==> config.mk <==
export PLATFORM = sky130hd
export DESIGN_NAME = archive_path_name_checker_core
export DESIGN_NICKNAME = d
export VERILOG_FILES = /design/src/rtl/apnc_pkg.sv /design/src/rtl/apnc_entry.sv /design/src/rtl/archive_path_name_checker_core.sv
export SDC_FILE = /design/constraint.sdc
export NUM_CORES = 1
export LEC_CHECK = 0
export ABC_AREA = 0
export BUFFER_PORTS_ARGS = -buffer_cell sky130_fd_sc_hd__buf_2
export CORE_UTILIZATION = 45
export DETAILED_ROUTE_END_ITERATION = 16
export PLACE_DENSITY = 0.65
export SYNTH_ARGS = -nofsm -noshare
export SYNTH_HDL_FRONTEND = slang
export SYNTH_SLANG_ARGS = --single-unit
==> constraint.sdc <==
create_clock -name clk -period 4.9 [get_ports clk]
set_input_delay 0.98 -clock clk [delete_from_list [all_inputs] [get_ports clk]]
set_output_delay 0.98 -clock clk [all_outputs]
set_load 0.01 [all_outputs]
==> src/rtl/apnc_pkg.sv <==
// Package for the archive path name checker.
// Holds the verdict codes, character constants, register indexes and item structs.
// No dependencies.
package apnc_pkg;

  // Verdict codes, ranked by the entry tracker
  typedef enum logic [3:0] {
    V_OK          = 4'd0,
    V_EMPTY       = 4'd1,
    V_ABSOLUTE    = 4'd2,
    V_VOLUME      = 4'd3,
    V_PARENT      = 4'd4,
    V_BACKSLASH   = 4'd5,
    V_NUL         = 4'd6,
    V_CONTROL     = 4'd7,
    V_EMPTYCOMP   = 4'd8,
    V_DOT         = 4'd9,
    V_TRAILING    = 4'd10,
    V_COMPTOOLONG = 4'd11,
    V_PATHTOOLONG = 4'd12
  } verdict_t;

  // Characters of interest
  localparam logic [7:0] CHR_NUL    = 8'h00;
  localparam logic [7:0] CHR_SPACE  = 8'h20;
  localparam logic [7:0] CHR_DOT    = 8'h2E;
  localparam logic [7:0] CHR_SLASH  = 8'h2F;
  localparam logic [7:0] CHR_COLON  = 8'h3A;
  localparam logic [7:0] CHR_BSLASH = 8'h5C;
  localparam logic [7:0] CHR_DEL    = 8'h7F;

  // Register widths, reset values and indexes
  localparam int unsigned MAX_PATH_W = 16;
  localparam int unsigned MAX_COMP_W = 10;
  localparam logic [MAX_PATH_W-1:0] MAX_PATH_RESET = 16'd4096;
  localparam logic [MAX_COMP_W-1:0] MAX_COMP_RESET = 10'd255;
  localparam logic REG_MAX_PATH = 1'b0;
  localparam logic REG_MAX_COMP = 1'b1;

  // One input item
  typedef struct packed {
    logic [7:0] name_byte;
    logic       has_byte;
    logic       last;
  } item_t;

  // One result item
  typedef struct packed {
    verdict_t verdict;
    logic     ends_in_slash;
  } result_t;

endpackage

==> src/rtl/apnc_entry.sv <==
// Entry tracker for the archive path name checker: per-name state and verdict logic.
// Depends on apnc_pkg.
module apnc_entry
  import apnc_pkg::*;
#(
  parameter int unsigned PATH_COUNT_BITS      = 17,
  parameter int unsigned COMPONENT_COUNT_BITS = 11
) (
  input  logic                  clk,
  input  logic                  rst_n,
  input  logic                  step,
  input  item_t                 item,
  input  logic [MAX_PATH_W-1:0] max_path_length,
  input  logic [MAX_COMP_W-1:0] max_component_length,
  output result_t               result
);

  localparam int unsigned PATH_CMP_W =
    (PATH_COUNT_BITS > MAX_PATH_W) ? PATH_COUNT_BITS : MAX_PATH_W;
  localparam int unsigned COMP_CMP_W =
    (COMPONENT_COUNT_BITS > MAX_COMP_W) ? COMPONENT_COUNT_BITS : MAX_COMP_W;

  logic [PATH_COUNT_BITS-1:0]      byte_count_r, byte_count_nxt;
  logic [COMPONENT_COUNT_BITS-1:0] comp_len_r, comp_len_nxt;
  logic                            all_dots_r, all_dots_nxt;
  logic [7:0]                      prev_byte_r, prev_byte_nxt;
  logic                            lead_slash_r, lead_slash_nxt;
  verdict_t                        byte_err_r, byte_err_nxt;
  verdict_t                        comp_err_r, comp_err_nxt;

  logic [7:0] b;
  logic       has;
  logic       is_slash;
  logic       slash_end;
  verdict_t   final_check;
  verdict_t   verdict;

  // Rank the checks on a completed component
  function automatic verdict_t check_comp(
    input logic [COMPONENT_COUNT_BITS-1:0] len,
    input logic                            dots,
    input logic [7:0]                      lastb,
    input logic [MAX_COMP_W-1:0]           limit
  );
    verdict_t v;
    if (len == '0) begin
      v = V_EMPTYCOMP;
    end else if (dots && len == COMPONENT_COUNT_BITS'(1)) begin
      v = V_DOT;
    end else if (dots && len == COMPONENT_COUNT_BITS'(2)) begin
      v = V_PARENT;
    end else if (COMP_CMP_W'(len) > COMP_CMP_W'(limit)) begin
      v = V_COMPTOOLONG;
    end else if (lastb == CHR_DOT || lastb == CHR_SPACE) begin
      v = V_TRAILING;
    end else begin
      v = V_OK;
    end
    return v;
  endfunction

  assign b        = item.name_byte;
  assign has      = item.has_byte;
  assign is_slash = (b == CHR_SLASH);

  // Fold the byte into the entry state
  always_comb begin
    byte_count_nxt = byte_count_r;
    comp_len_nxt   = comp_len_r;
    all_dots_nxt   = all_dots_r;
    prev_byte_nxt  = prev_byte_r;
    lead_slash_nxt = lead_slash_r;
    byte_err_nxt   = byte_err_r;
    comp_err_nxt   = comp_err_r;
    if (has) begin
      if (byte_err_r == V_OK) begin
        if (b == CHR_NUL) begin
          byte_err_nxt = V_NUL;
        end else if (b == CHR_BSLASH) begin
          byte_err_nxt = V_BACKSLASH;
        end else if (b == CHR_COLON) begin
          byte_err_nxt = V_VOLUME;
        end else if (b < CHR_SPACE || b == CHR_DEL) begin
          byte_err_nxt = V_CONTROL;
        end
      end
      if (byte_count_r == '0 && is_slash) begin
        lead_slash_nxt = 1'b1;
      end
      if (is_slash) begin
        if (comp_err_r == V_OK) begin
          comp_err_nxt = check_comp(comp_len_r, all_dots_r, prev_byte_r,
                                    max_component_length);
        end
        comp_len_nxt = '0;
        all_dots_nxt = 1'b1;
      end else begin
        if (!(&comp_len_r)) begin
          comp_len_nxt = comp_len_r + COMPONENT_COUNT_BITS'(1);
        end
        if (b != CHR_DOT) begin
          all_dots_nxt = 1'b0;
        end
      end
      prev_byte_nxt = b;
      if (!(&byte_count_r)) begin
        byte_count_nxt = byte_count_r + PATH_COUNT_BITS'(1);
      end
    end
  end

  // Rank the verdict on the state after this byte
  assign slash_end   = (byte_count_nxt != '0) && (prev_byte_nxt == CHR_SLASH);
  assign final_check = check_comp(comp_len_nxt, all_dots_nxt, prev_byte_nxt,
                                  max_component_length);

  always_comb begin
    if (byte_count_nxt == '0) begin
      verdict = V_EMPTY;
    end else if (byte_err_nxt != V_OK) begin
      verdict = byte_err_nxt;
    end else if (lead_slash_nxt) begin
      verdict = V_ABSOLUTE;
    end else if (PATH_CMP_W'(byte_count_nxt) > PATH_CMP_W'(max_path_length)) begin
      verdict = V_PATHTOOLONG;
    end else if (comp_err_nxt != V_OK || slash_end) begin
      verdict = comp_err_nxt;
    end else begin
      verdict = final_check;
    end
  end

  assign result.verdict       = verdict;
  assign result.ends_in_slash = slash_end;

  // Advance the state; clear it once the name is finished
  always_ff @(posedge clk) begin
    if (!rst_n || (step && item.last)) begin
      byte_count_r <= '0;
      comp_len_r   <= '0;
      all_dots_r   <= 1'b1;
      prev_byte_r  <= CHR_NUL;
      lead_slash_r <= 1'b0;
      byte_err_r   <= V_OK;
      comp_err_r   <= V_OK;
    end else if (step) begin
      byte_count_r <= byte_count_nxt;
      comp_len_r   <= comp_len_nxt;
      all_dots_r   <= all_dots_nxt;
      prev_byte_r  <= prev_byte_nxt;
      lead_slash_r <= lead_slash_nxt;
      byte_err_r   <= byte_err_nxt;
      comp_err_r   <= comp_err_nxt;
    end
  end

endmodule

==> src/rtl/archive_path_name_checker_core.sv <==
// Archive path name checker, top level: input register, entry tracker, result register.
// Depends on apnc_pkg and apnc_entry.
//
// The block takes one byte of an archive entry name per item and, on the item
// marked last, gives one verdict and an ends-in-slash flag. It accepts one item
// every clock cycle while in_ready is high. An item is held in the input
// register and passes through the entry tracker; for an item marked last the
// result is captured in the result register. While a result waits for
// out_ready, an item marked last holds in the input register and in_ready
// drops. The user must write the two length limits over the APB-style port at
// byte addresses 0 (path) and 4 (component) only while no name is in flight;
// the block itself does not enforce this.
module archive_path_name_checker_core
  import apnc_pkg::*;
#(
  parameter int unsigned PATH_COUNT_BITS      = 17,
  parameter int unsigned COMPONENT_COUNT_BITS = 11
) (
  input  logic        clk,
  input  logic        rst_n,
  // input channel
  input  logic        in_valid,
  output logic        in_ready,
  input  logic [7:0]  in_name_byte,
  input  logic        in_has_byte,
  input  logic        in_last,
  // result channel
  output logic        out_valid,
  input  logic        out_ready,
  output logic [3:0]  out_verdict,
  output logic        out_ends_in_slash,
  // configuration port
  input  logic        psel,
  input  logic        penable,
  input  logic        pwrite,
  input  logic [2:0]  paddr,
  input  logic [31:0] pwdata,
  output logic [31:0] prdata,
  output logic        pready
);

  logic                  s1_valid_r;
  item_t                 s1_item_r;
  logic                  out_valid_r;
  result_t               out_res_r;
  logic [MAX_PATH_W-1:0] max_path_r;
  logic [MAX_COMP_W-1:0] max_comp_r;

  logic    out_free;
  logic    s1_step;
  logic    cfg_wr;
  result_t entry_res;

  // Hold an item with a result until the result register frees up
  assign out_free = !out_valid_r || out_ready;
  assign s1_step  = s1_valid_r && (!s1_item_r.last || out_free);
  assign in_ready = !s1_valid_r || s1_step;

  // Input register
  always_ff @(posedge clk) begin
    if (!rst_n) begin
      s1_valid_r <= 1'b0;
    end else if (in_ready) begin
      s1_valid_r <= in_valid;
    end
  end

  always_ff @(posedge clk) begin
    if (in_ready && in_valid) begin
      s1_item_r.name_byte <= in_name_byte;
      s1_item_r.has_byte  <= in_has_byte;
      s1_item_r.last      <= in_last;
    end
  end

  apnc_entry #(
    .PATH_COUNT_BITS      (PATH_COUNT_BITS),
    .COMPONENT_COUNT_BITS (COMPONENT_COUNT_BITS)
  ) u_entry (
    .clk                  (clk),
    .rst_n                (rst_n),
    .step                 (s1_step),
    .item                 (s1_item_r),
    .max_path_length      (max_path_r),
    .max_component_length (max_comp_r),
    .result               (entry_res)
  );

  // Result register
  always_ff @(posedge clk) begin
    if (!rst_n) begin
      out_valid_r <= 1'b0;
    end else if (s1_step && s1_item_r.last) begin
      out_valid_r <= 1'b1;
    end else if (out_ready) begin
      out_valid_r <= 1'b0;
    end
  end

  always_ff @(posedge clk) begin
    if (s1_step && s1_item_r.last) begin
      out_res_r <= entry_res;
    end
  end

  assign out_valid         = out_valid_r;
  assign out_verdict       = out_res_r.verdict;
  assign out_ends_in_slash = out_res_r.ends_in_slash;

  // Configuration registers
  assign pready = 1'b1;
  assign cfg_wr = psel && penable && pwrite;

  always_ff @(posedge clk) begin
    if (!rst_n) begin
      max_path_r <= MAX_PATH_RESET;
      max_comp_r <= MAX_COMP_RESET;
    end else if (cfg_wr) begin
      unique case (paddr[2])
        REG_MAX_PATH: max_path_r <= pwdata[MAX_PATH_W-1:0];
        REG_MAX_COMP: max_comp_r <= pwdata[MAX_COMP_W-1:0];
        default: ;
      endcase
    end
  end

  // Read back
  always_comb begin
    unique case (paddr[2])
      REG_MAX_PATH: prdata = 32'(max_path_r);
      REG_MAX_COMP: prdata = 32'(max_comp_r);
      default:      prdata = '0;
    endcase
  end

endmodule

==> results.json, run 1 <==
{
  "status": "complete, no violations",
  "top_layer_used": "met4",
  "diodes": 0,
  "cp.arrival_ps": 4370,
  "detailed_place_hpwl_um": 12600,
  "syn_to_final_growth_pct": 8.38,
  "drtPass1Iterations": 6,
  "routedWlPerCell_um": 17.2,
  "grt_max_degree": 32,
  "hold_path_class": "reg -> reg",
  "fin_crit_ps": 4290,
  "grt_pass1_vias": 5426,
  "synth_warnings": 0,
  "dr_wl_met2_um": 8260,
  "p_leak_uw": 0.00271,
  "synth_area_um2": 6270,
  "drv_cap": 0,
  "synth_cell_types": 82,
  "synthArstFlopShare_pct": 0,
  "via_per_inst": 5.84,
  "critical_path_required_ps": 4980,
  "met3WireLength_um": 824,
  "track_usage_pct": 24.2,
  "synth_area_leaders": "dfxtp_1, ha_1, nand2_1",
  "ys_seq_area_share_pct": 30.8,
  "drive_gt1_share_pct": 12.6,
  "relSlewSlack_pct": 23.6,
  "clk_latency_ps": 350,
  "post-route-period-util_pct": 87.6,
  "coreArea_um2": 13400,
  "grt_pass1_wl_um": 27300,
  "die_area_um2": 14400,
  "die-height_um": 120,
  "io_pins": 92,
  "drc_errors": 0,
  "synth-seq-cells": 89,
  "initial_core_util_pct": 46.8,
  "synth_edf_count": 15,
  "cts_made_buffers": 9,
  "io_buffer_count": 56,
  "placed_area_um2": 6470,
  "drt_iter0_drc": 461,
  "synth.top_cell.area_share_pct": 23.6,
  "postSynthAreaPerCell_um2": 7.98,
  "slew_viol_final": 0,
  "die_w_um": 120,
  "cts_resized": 0,
  "max_clock_freq_mhz": 233,
  "wirelength_um": 17100,
  "setup_violations": 0,
  "cp-start-kind": "flop",
  "cp_max_fo": 10,
  "cts_buffer_depth": 2,
  "htreeDepth": 3,
  "crit_type": "reg -> reg",
  "clk_pin_slew_worst_paths_ps": 70,
  "clkSinkCount": 89,
  "syn-instance-count": 785,
  "post-route-util_pct": 50.7,
  "rows": 42,
  "layout_setup_ws_ps": 608,
  "postLayoutCellArea_um2": 6790,
  "antenna_left": 0,
  "gr-total-overflow": 0,
  "post_cts_buffers": 0,
  "cts_hold_buf": 0,
  "worst_slew_pin_slew_ps": 1140,
  "skew_ps": 8.80,
  "synth_ff_type": "dfxtp_1",
  "peakVddDrop_mv": 0.210,
  "wl_met1_um": 7590,
  "via_count": 5801,
  "p_per_area_nw_per_um2": 250,
  "crit_path_end_kind": "flop",
  "pre_cts_ws_ps": 708,
  "holdWs_ps": 450,
  "cts_tree": "built",
  "nets": 906,
  "synthTopCellsByCount": "nand2_1, dfxtp_1, nor2_1",
  "synthMostInstantiatedCell": "nand2_1",
  "cts_root_buffer": "clkbuf_16",
  "routabilityCongestion": 0.881,
  "fin_tns_setup_ps": 0,
  "grt_setup_unrepaired": "false",
  "antenna_found_initial": 0,
  "hold_viol": 0,
  "synth_top_area_cell": "dfxtp_1"
}
## worst paths after layout
| check | startpoint | to | slack, ps | depth (start not counted) |
|---|---|---|---|---|
| worst min-delay path | u_entry.lead_slash_r | u_entry.lead_slash_r | 450 | 2 |
| worst max register to register | u_entry.byte_count_r[0] | out_verdict[2] | 610 | 14 |
| worst max-delay path | u_entry.byte_count_r[0] | out_verdict[2] | 610 | 14 |
| worst min register to register | u_entry.lead_slash_r | u_entry.lead_slash_r | 450 | 2 |
## sequential cells by signal, indices dropped and copies added, names as in the netlist
| signal | cells |
|---|---|
| out_verdict | 4 |
| max_path_r | 16 |
| u_entry.all_dots_r | 1 |
| u_entry.prev_byte_r | 8 |
| u_entry.byte_err_r | 4 |
| out_valid | 1 |
| s1_item_r | 10 |
| out_ends_in_slash | 1 |
| max_comp_r | 10 |
| u_entry.lead_slash_r | 1 |
| u_entry.comp_err_r | 4 |
| u_entry.comp_len_r | 11 |
| s1_valid_r | 1 |
| u_entry.byte_count_r | 17 |
## cells by family (layout without fill, tap and decap cells)
| kind of cell | after synthesis | count (layout) | synth area share [%] |
|---|---|---|---|
| muxes | 3 | 3 | 0.499 |
| other | 2 | 17 | 0.120 |
| AOI/OAI and AO/OA | 174 | 174 | 19.0 |
| and+or+nand+nor | 333 | 333 | 27.1 |
| DFF | 89 | 89 | 30.8 |
| buffers and inverters | 106 | 123 | 9.00 |
| xor gates and xnor gates | 36 | 36 | 5.03 |
| adders and majority gates | 42 | 42 | 8.38 |
## cell usage in the layout (no fill, tap or decap), types with 3 or more instances in the layout
cell type and count:
nand3_1 32, buf_2 56, edfxtp_1 15, or3_1 5, nor3b_1 4, nor4_1 6, clkbuf_16 9, o31a_1 3
nor3_1 20, ha_1 42, and2_1 3, nor2b_1 3, xnor2_1 23, o32ai_1 3, a21o_1 6, buf_4 6
o31ai_1 4, o211ai_1 9, nand4b_1 3, o21ai_0 24, and3_1 15, nand4_1 17, a21oi_1 50, a31oi_1 9
o2111ai_1 4, nor2_1 66, dfxtp_1 74, nand2_1 122, xor2_1 13, inv_1 45, o21bai_1 4, a211oi_1 10
conb_1 17, and4_1 7, a21boi_0 21, nand3b_1 3
## through the flow
| step | cells | total power [µW] |
|---|---|---|
| final | 993 | 1700 |
| after global routing | 993 | 1770 |
| after CTS | 993 | 1710 |
| after detailed placement | 977 | 962 |
| after global placement | 977 | 957 |
| after floorplan | 800 | 914 |
## critical path: stages (launching register included)
cell and delay [ps]:
dfxtp_1 550, ha_1 340, and3_1 440, and3_1 330, nand2_1 160, xnor2_1 270
ha_1 310, a2111oi_0 360, o21ai_0 160, o21ai_0 170, a21boi_0 150, buf_4 190
or3_1 300, a31oi_1 200, a211oi_1 90
## power breakdown
part | total [µW] | switching, µW | internal (µW)
sequential | 780 | 18.6 | 761
combinational | 169 | 107 | 62.1
clock | 753 | 306 | 447
total | 1700 | 432 | 1270
## layout make-up
| class | instances | area [µm²] |
|---|---|---|
| Timing Repair Buffer | 62 | 325 |
| Multi-Input combinational cell | 605 | 3830 |
| Inverter | 45 | 169 |
| Fill cell | 1305 | 6610 |
| Clock buffer | 9 | 225 |
| Sequential cell | 89 | 1930 |
| Tap cell | 176 | 220 |
| Clock inverter | 7 | 93.8 |
## per-layer routing
layer	track usage (%)	vias up
met5	0	-
met4	10.9	0
met3	3.23	33
met2	39.4	171
met1	31.6	2784
li1	-	2813
Note: power is estimated with default switching activity, not from simulation.
==> run 2, diff against run 1 <==
Settings changed: CTS_CLUSTER_DIAMETER set to 150, REMOVE_ABC_BUFFERS set to 1.
==> run 2 against run 1 <==
  * Combinational power hardly changed
  * Worst setup slack better by 18 ps
  * Worst hold slack better by 2.9 ps
  * Clock skew is 0.82 ps lower
  * Die area stayed put
  * Critical path type unchanged
  * Sequential share of layout area is 0.17 points higher
==> results.json, run 2 (same netlist as run 1, synthesis figures left out) <==
{
  "status": "complete, no violations",
  "diodes": 0,
  "htreeDepth": 3,
  "hold_path_class": "reg -> reg",
  "crit-reg2reg-capture": "out_verdict[0]",
  "peakVddDrop_mv": 0.173,
  "track_usage_pct": 22.9,
  "p_leak_uw": 0.00269,
  "relSlewSlack_pct": 21.9,
  "internal-power_uw": 1220,
  "layout_setup_ws_ps": 627,
  "p_per_area_nw_per_um2": 243,
  "rows": 42,
  "worst_slew_pin_slew_ps": 1170,
  "antenna_left": 0,
  "cpMaxStageDelayCell": "a21boi_0",
  "initial_core_util_pct": 46.8,
  "nets": 904,
  "top_regs": "u_entry.byte_count_r (17), max_path_r (16), u_entry.comp_len_r (11)",
  "gr-total-overflow": 0,
  "crit_family": "compound AO/OA/AOI/OAI gates",
  "io_buffer_count": 56,
  "layout_common_cells": "nand2_1, dfxtp_1, nor2_1, buf_2, a21oi_1",
  "critical_path_required_ps": 4990,
  "worst-path-stages": 14,
  "hold_viol": 0,
  "final_common_cell": "nand2_1",
  "skew_ps": 7.98,
  "fin_crit_ps": 4270,
  "cp-start-kind": "flop",
  "routedWlPerCell_um": 16.3,
  "die-height_um": 120,
  "cts_made_buffers": 9,
  "cts_buffer_depth": 2,
  "drtPass1Iterations": 5,
  "drv_cap": 0,
  "largest_reg_flops": 17,
  "reg2reg_depth": 14,
  "slew_viol_final": 0,
  "detailed_place_hpwl_um": 11900,
  "wirelength_um": 16100,
  "drc_errors": 0,
  "ff2ff_setup_slack_ps": 630,
  "via_count": 5738,
  "pre_cts_ws_ps": 678,
  "max_clock_freq_mhz": 234,
  "clkPwrFrac_pct": 42.4,
  "drt_iter0_drc": 446,
  "die_area_um2": 14400,
  "drive_gt1_share_pct": 12.4,
  "syn_to_final_growth_pct": 7.75,
  "holdWs_ps": 453,
  "cp_num_buf_inv": 0,
  "io_pins": 92,
  "grt_pass1_vias": 5249,
  "power_frac_comb_pct": 10.2,
  "seq_power_share_pct": 47.5,
  "cts_hold_buf": 0,
  "reg2reg_from": "u_entry.byte_count_r[0]",
  "grt_setup_unrepaired": "false",
  "post-route-period-util_pct": 87.2,
  "setup_violations": 0,
  "clk_latency_ps": 350,
  "grt_max_degree": 32,
  "min_to": "u_entry.lead_slash_r",
  "max_stage_delay_ps": 680,
  "crit_type": "reg -> reg",
  "path_cells": "ha_1 -> and3_1 -> and2_4 -> a31oi_4 -> o21ai_0 -> ha_1 -> and3_1 -> nand3_1 -> nor4_1 -> o21ai_0 -> a21boi_0 -> nor2_1 -> a211oi_1 -> o31ai_1",
  "cts_root_buffer": "clkbuf_16",
  "cp.arrival_ps": 4360,
  "die_w_um": 120,
  "clkSinkCount": 89,
  "grt_pass1_wl_um": 26200,
  "whs_path_depth": 2,
  "via_per_inst": 5.79,
  "cp_max_fo": 11,
  "antenna_found_initial": 0,
  "post_cts_buffers": 0,
  "clk_pin_slew_worst_paths_ps": 70,
  "swShare_pct": 25.8,
  "p_sw_uw": 424,
  "routabilityCongestion": 0.904,
  "cts_resized": 0,
  "fin_tns_setup_ps": 0,
  "hp-start": "u_entry.lead_slash_r",
  "largest_register": "u_entry.byte_count_r",
  "crit_path_end_kind": "flop",
  "coreArea_um2": 13400,
  "cts_tree": "built"
}
run 2: changes by cell type in the layout (fill, tap and decap cells not counted), sizes merged:
cell	delta
bufinv	-1
buf	-2
clkinv	+1
run 2: routing by layer:
metal  vias to the layer above  track usage [%]  share of wire (%)
met5                         -                0                  0
met4                         0             9.38                2.3
met3                        33             4.18                4.9
met2                       167             36.8                 47
met1                      2727             30.2                 45
li1                       2811                -                  -
run 2: how the worst max path moves through the flow:
stage / start / end / slack (ps)
2_1_floorplan: u_entry.byte_count_r[0] / out_verdict[2] / 1550
3_3_place_gp: u_entry.byte_count_r[0] / out_verdict[0] / 830
3_5_place_dp: u_entry.byte_count_r[0] / out_verdict[0] / 680
4_1_cts: u_entry.byte_count_r[0] / out_verdict[0] / 660
5_1_grt: u_entry.byte_count_r[0] / out_verdict[2] / 410
6_report: u_entry.byte_count_r[0] / out_verdict[0] / 630
run 2: per-stage QoR:
| stage | total power [µW] | area (µm²) | util [%] | instances |
|---|---|---|---|---|
| floorplan | 892 | 5930 | - | 739 |
| global route | 1710 | 6750 | 50.4 | 991 |
| detailed placement | 960 | 6460 | 48.2 | 975 |
| global placement | 955 | 6460 | 48.2 | 975 |
| finish | 1640 | 6750 | 50.4 | 991 |
| CTS | 1660 | 6750 | 50.4 | 991 |
run 2: cell type report:
class                   instances  area, µm²
clock buffers                   9        225
clock inverters                 7       68.8
fillers                      1273       6650
inverters                      45        169
multi-input cells             605       3830
flip-flops and latches         89       1930
well taps                     176        220
repair buffers                 60        310
run 2: worst min-delay path, delay by kind of cell (launching register included):
kind                   cells  cell delay (ps)
AOI/OAI and AO/OA          1               50
DFF                        1              310
buffers and inverters      1               50
run 2: power groups by stage:
stage          Sequential (µW)  Combinational (µW)  Clock (µW)
3_3_place_gp               794                 161           0
2_1_floorplan              792                 101           0
5_1_grt                    781                 186         743
6_report                   779                 167         695
4_1_cts                    778                 167         712
3_5_place_dp               794                 165           0
==> run 3, diff against run 2 <==
--- a/config.mk
+++ b/config.mk
@@ -12,3 +12,4 @@
 export DETAILED_ROUTE_END_ITERATION = 16
-export PLACE_DENSITY = 0.65
+export MAX_ROUTING_LAYER = met4
+export PLACE_DENSITY = 0.68
 export REMOVE_ABC_BUFFERS = 1
==> constraint.sdc (replaced) <==
create_clock -name clk -period 3.9 [get_ports clk]
set_input_delay 0.78 -clock clk [delete_from_list [all_inputs] [get_ports clk]]
set_output_delay 0.78 -clock clk [all_outputs]
set_load 0.005 [all_outputs]
==> run 3 against run 2 <==
  * Register-to-register slack got worse by 340 ps
  * Clock-buffer cell count rose by 5
  * Flip-flop and latch count did not move
  * Highest routed layer unchanged
  * Critical path type unchanged
  * Via count fell by 0.58%
  * Cell count rose by 3.2%
  * Worst hold slack got worse by 0.54 ps
  * Sequential power rose by 25%
  * Non-clock buffer count rose by 32
==> results.json, run 3 (same netlist as run 1, synthesis figures left out) <==
{
  "cts_made_buffers": 9,
  "io_pins": 92,
  "max_clock_freq_mhz": 276,
  "cts_tree": "built",
  "postLayoutCellArea_um2": 6980,
  "post-route-period-util_pct": 92.8,
  "drtPass1Iterations": 5,
  "clk_pin_slew_worst_paths_ps": 70,
  "largest_reg_flops": 17,
  "die_area_um2": 14400,
  "grt_pass1_wl_um": 26800,
  "setup_violations": 0,
  "crit_type": "reg -> reg",
  "fin_crit_ps": 3620,
  "largest_register": "u_entry.byte_count_r",
  "antenna_found_initial": 0,
  "die-height_um": 120,
  "hold_path_class": "reg -> reg",
  "status": "complete, no violations",
  "p_leak_uw": 0.00285,
  "via_per_inst": 5.58,
  "nFillCells": 1326,
  "cts_hold_buf": 0,
  "p_per_area_nw_per_um2": 290,
  "grt_setup_unrepaired": "false",
  "cp_max_fo": 11,
  "drt_iter0_drc": 402,
  "placed_area_um2": 6700,
  "fin_tns_setup_ps": 0,
  "crit_path_end_kind": "flop",
  "drc_errors": 0,
  "clkSinkCount": 89,
  "grt_max_degree": 32,
  "syn_to_final_growth_pct": 11.3,
  "peakVddDrop_mv": 0.182,
  "grt_pass1_vias": 5402,
  "wirelength_um": 15900,
  "ff2ff_setup_slack_ps": 280,
  "worst_slew_pin_slew_ps": 1050,
  "coreArea_um2": 13400,
  "critical_path_required_ps": 3990,
  "nets": 936,
  "detailed_place_hpwl_um": 12000,
  "die_w_um": 120,
  "hold_viol": 0,
  "drv_cap": 0,
  "layout_common_cells": "nand2_1, dfxtp_1, nor2_1, buf_2, a21oi_1",
  "drive_gt1_share_pct": 15.3,
  "track_usage_pct": 24.1,
  "relSlewSlack_pct": 29.7,
  "clk_latency_ps": 360,
  "antenna_left": 0,
  "routabilityCongestion": 0.915,
  "slew_viol_final": 0,
  "cp.arrival_ps": 3710,
  "io_buffer_count": 56,
  "cp-start-kind": "flop",
  "initial_core_util_pct": 46.8,
  "skew_ps": 9.15,
  "final_common_cell": "nand2_1",
  "gr-total-overflow": 0,
  "top_regs": "u_entry.byte_count_r (17), max_path_r (16), u_entry.comp_len_r (11)",
  "rows": 42,
  "routedWlPerCell_um": 15.6,
  "htreeDepth": 3,
  "cts_root_buffer": "clkbuf_16",
  "diodes": 0,
  "cts_buffer_depth": 2,
  "via_count": 5705
}
-- run 3: metrics by stage --
stage | instances | hold WS (ps) | util [%] | total power, µW | setup WS [ps]
after floorplan | 739 | 425 | - | 1110 | 547
after global placement | 1007 | 434 | 50.0 | 1200 | 385
after detailed placement | 1007 | 439 | 50.0 | 1210 | 356
after CTS | 1023 | 449 | 52.1 | 2040 | 253
after global routing | 1023 | 488 | 52.1 | 2110 | 12.7
final | 1023 | 453 | 52.1 | 2020 | 282
-- run 3: repair_timing --
action,CTS,global route
setup buffers,0,0
endpoints found under the setup margin,0,1
resized for setup,0,1
-- run 3: worst max-delay path, cell delays in order (launching register included) --
cell	delay, ps
dfxtp_1	320
ha_1	200
and3_1	280
and2_4	200
a31oi_4	310
nand2_1	120
xnor2_1	160
ha_1	180
a2111oi_1	370
o21ai_0	150
o21ai_0	170
a21boi_0	130
buf_4	180
or3_1	300
a31oi_1	190
a211oi_1	80
-- run 3: final cells by class --
class | count | area (µm²) | area share, %
Sequential cell | 89 | 1930 | 27.7
Tap cell | 176 | 220 | 3.16
Clock buffer | 14 | 264 | 3.78
Inverter | 45 | 169 | 2.42
Timing Repair Buffer | 92 | 551 | 7.89
Clock inverter | 2 | 13.8 | 0.197
Multi-Input combinational cell | 605 | 3830 | 54.9
-- run 3: path summary, 6_finish.rpt --
path	from	to	cells past startpoint
worst max-delay path	u_entry.byte_count_r[0]	out_verdict[2]	15
worst min register to register	u_entry.lead_slash_r	u_entry.lead_slash_r	2
worst min-delay path	u_entry.lead_slash_r	u_entry.lead_slash_r	2
worst max register to register	u_entry.byte_count_r[0]	out_verdict[2]	15
-- run 3: routing by layer --
layer / share of wire (%) / GRT usage, % / vias to the layer above
met3: 4.2 / 4.23 / 30
met2: 47 / 37.5 / 134
met5: 0 / - / -
met4: 2.4 / 10.0 / 0
met1: 46 / 30.7 / 2653
li1: - / - / 2888
-- run 3: power breakdown --
| group | switching (µW) | total [µW] | internal [µW] |
|---|---|---|---|
| Sequential | 17.3 | 974 | 956 |
| Clock | 367 | 835 | 468 |
| Combinational | 130 | 213 | 83.2 |
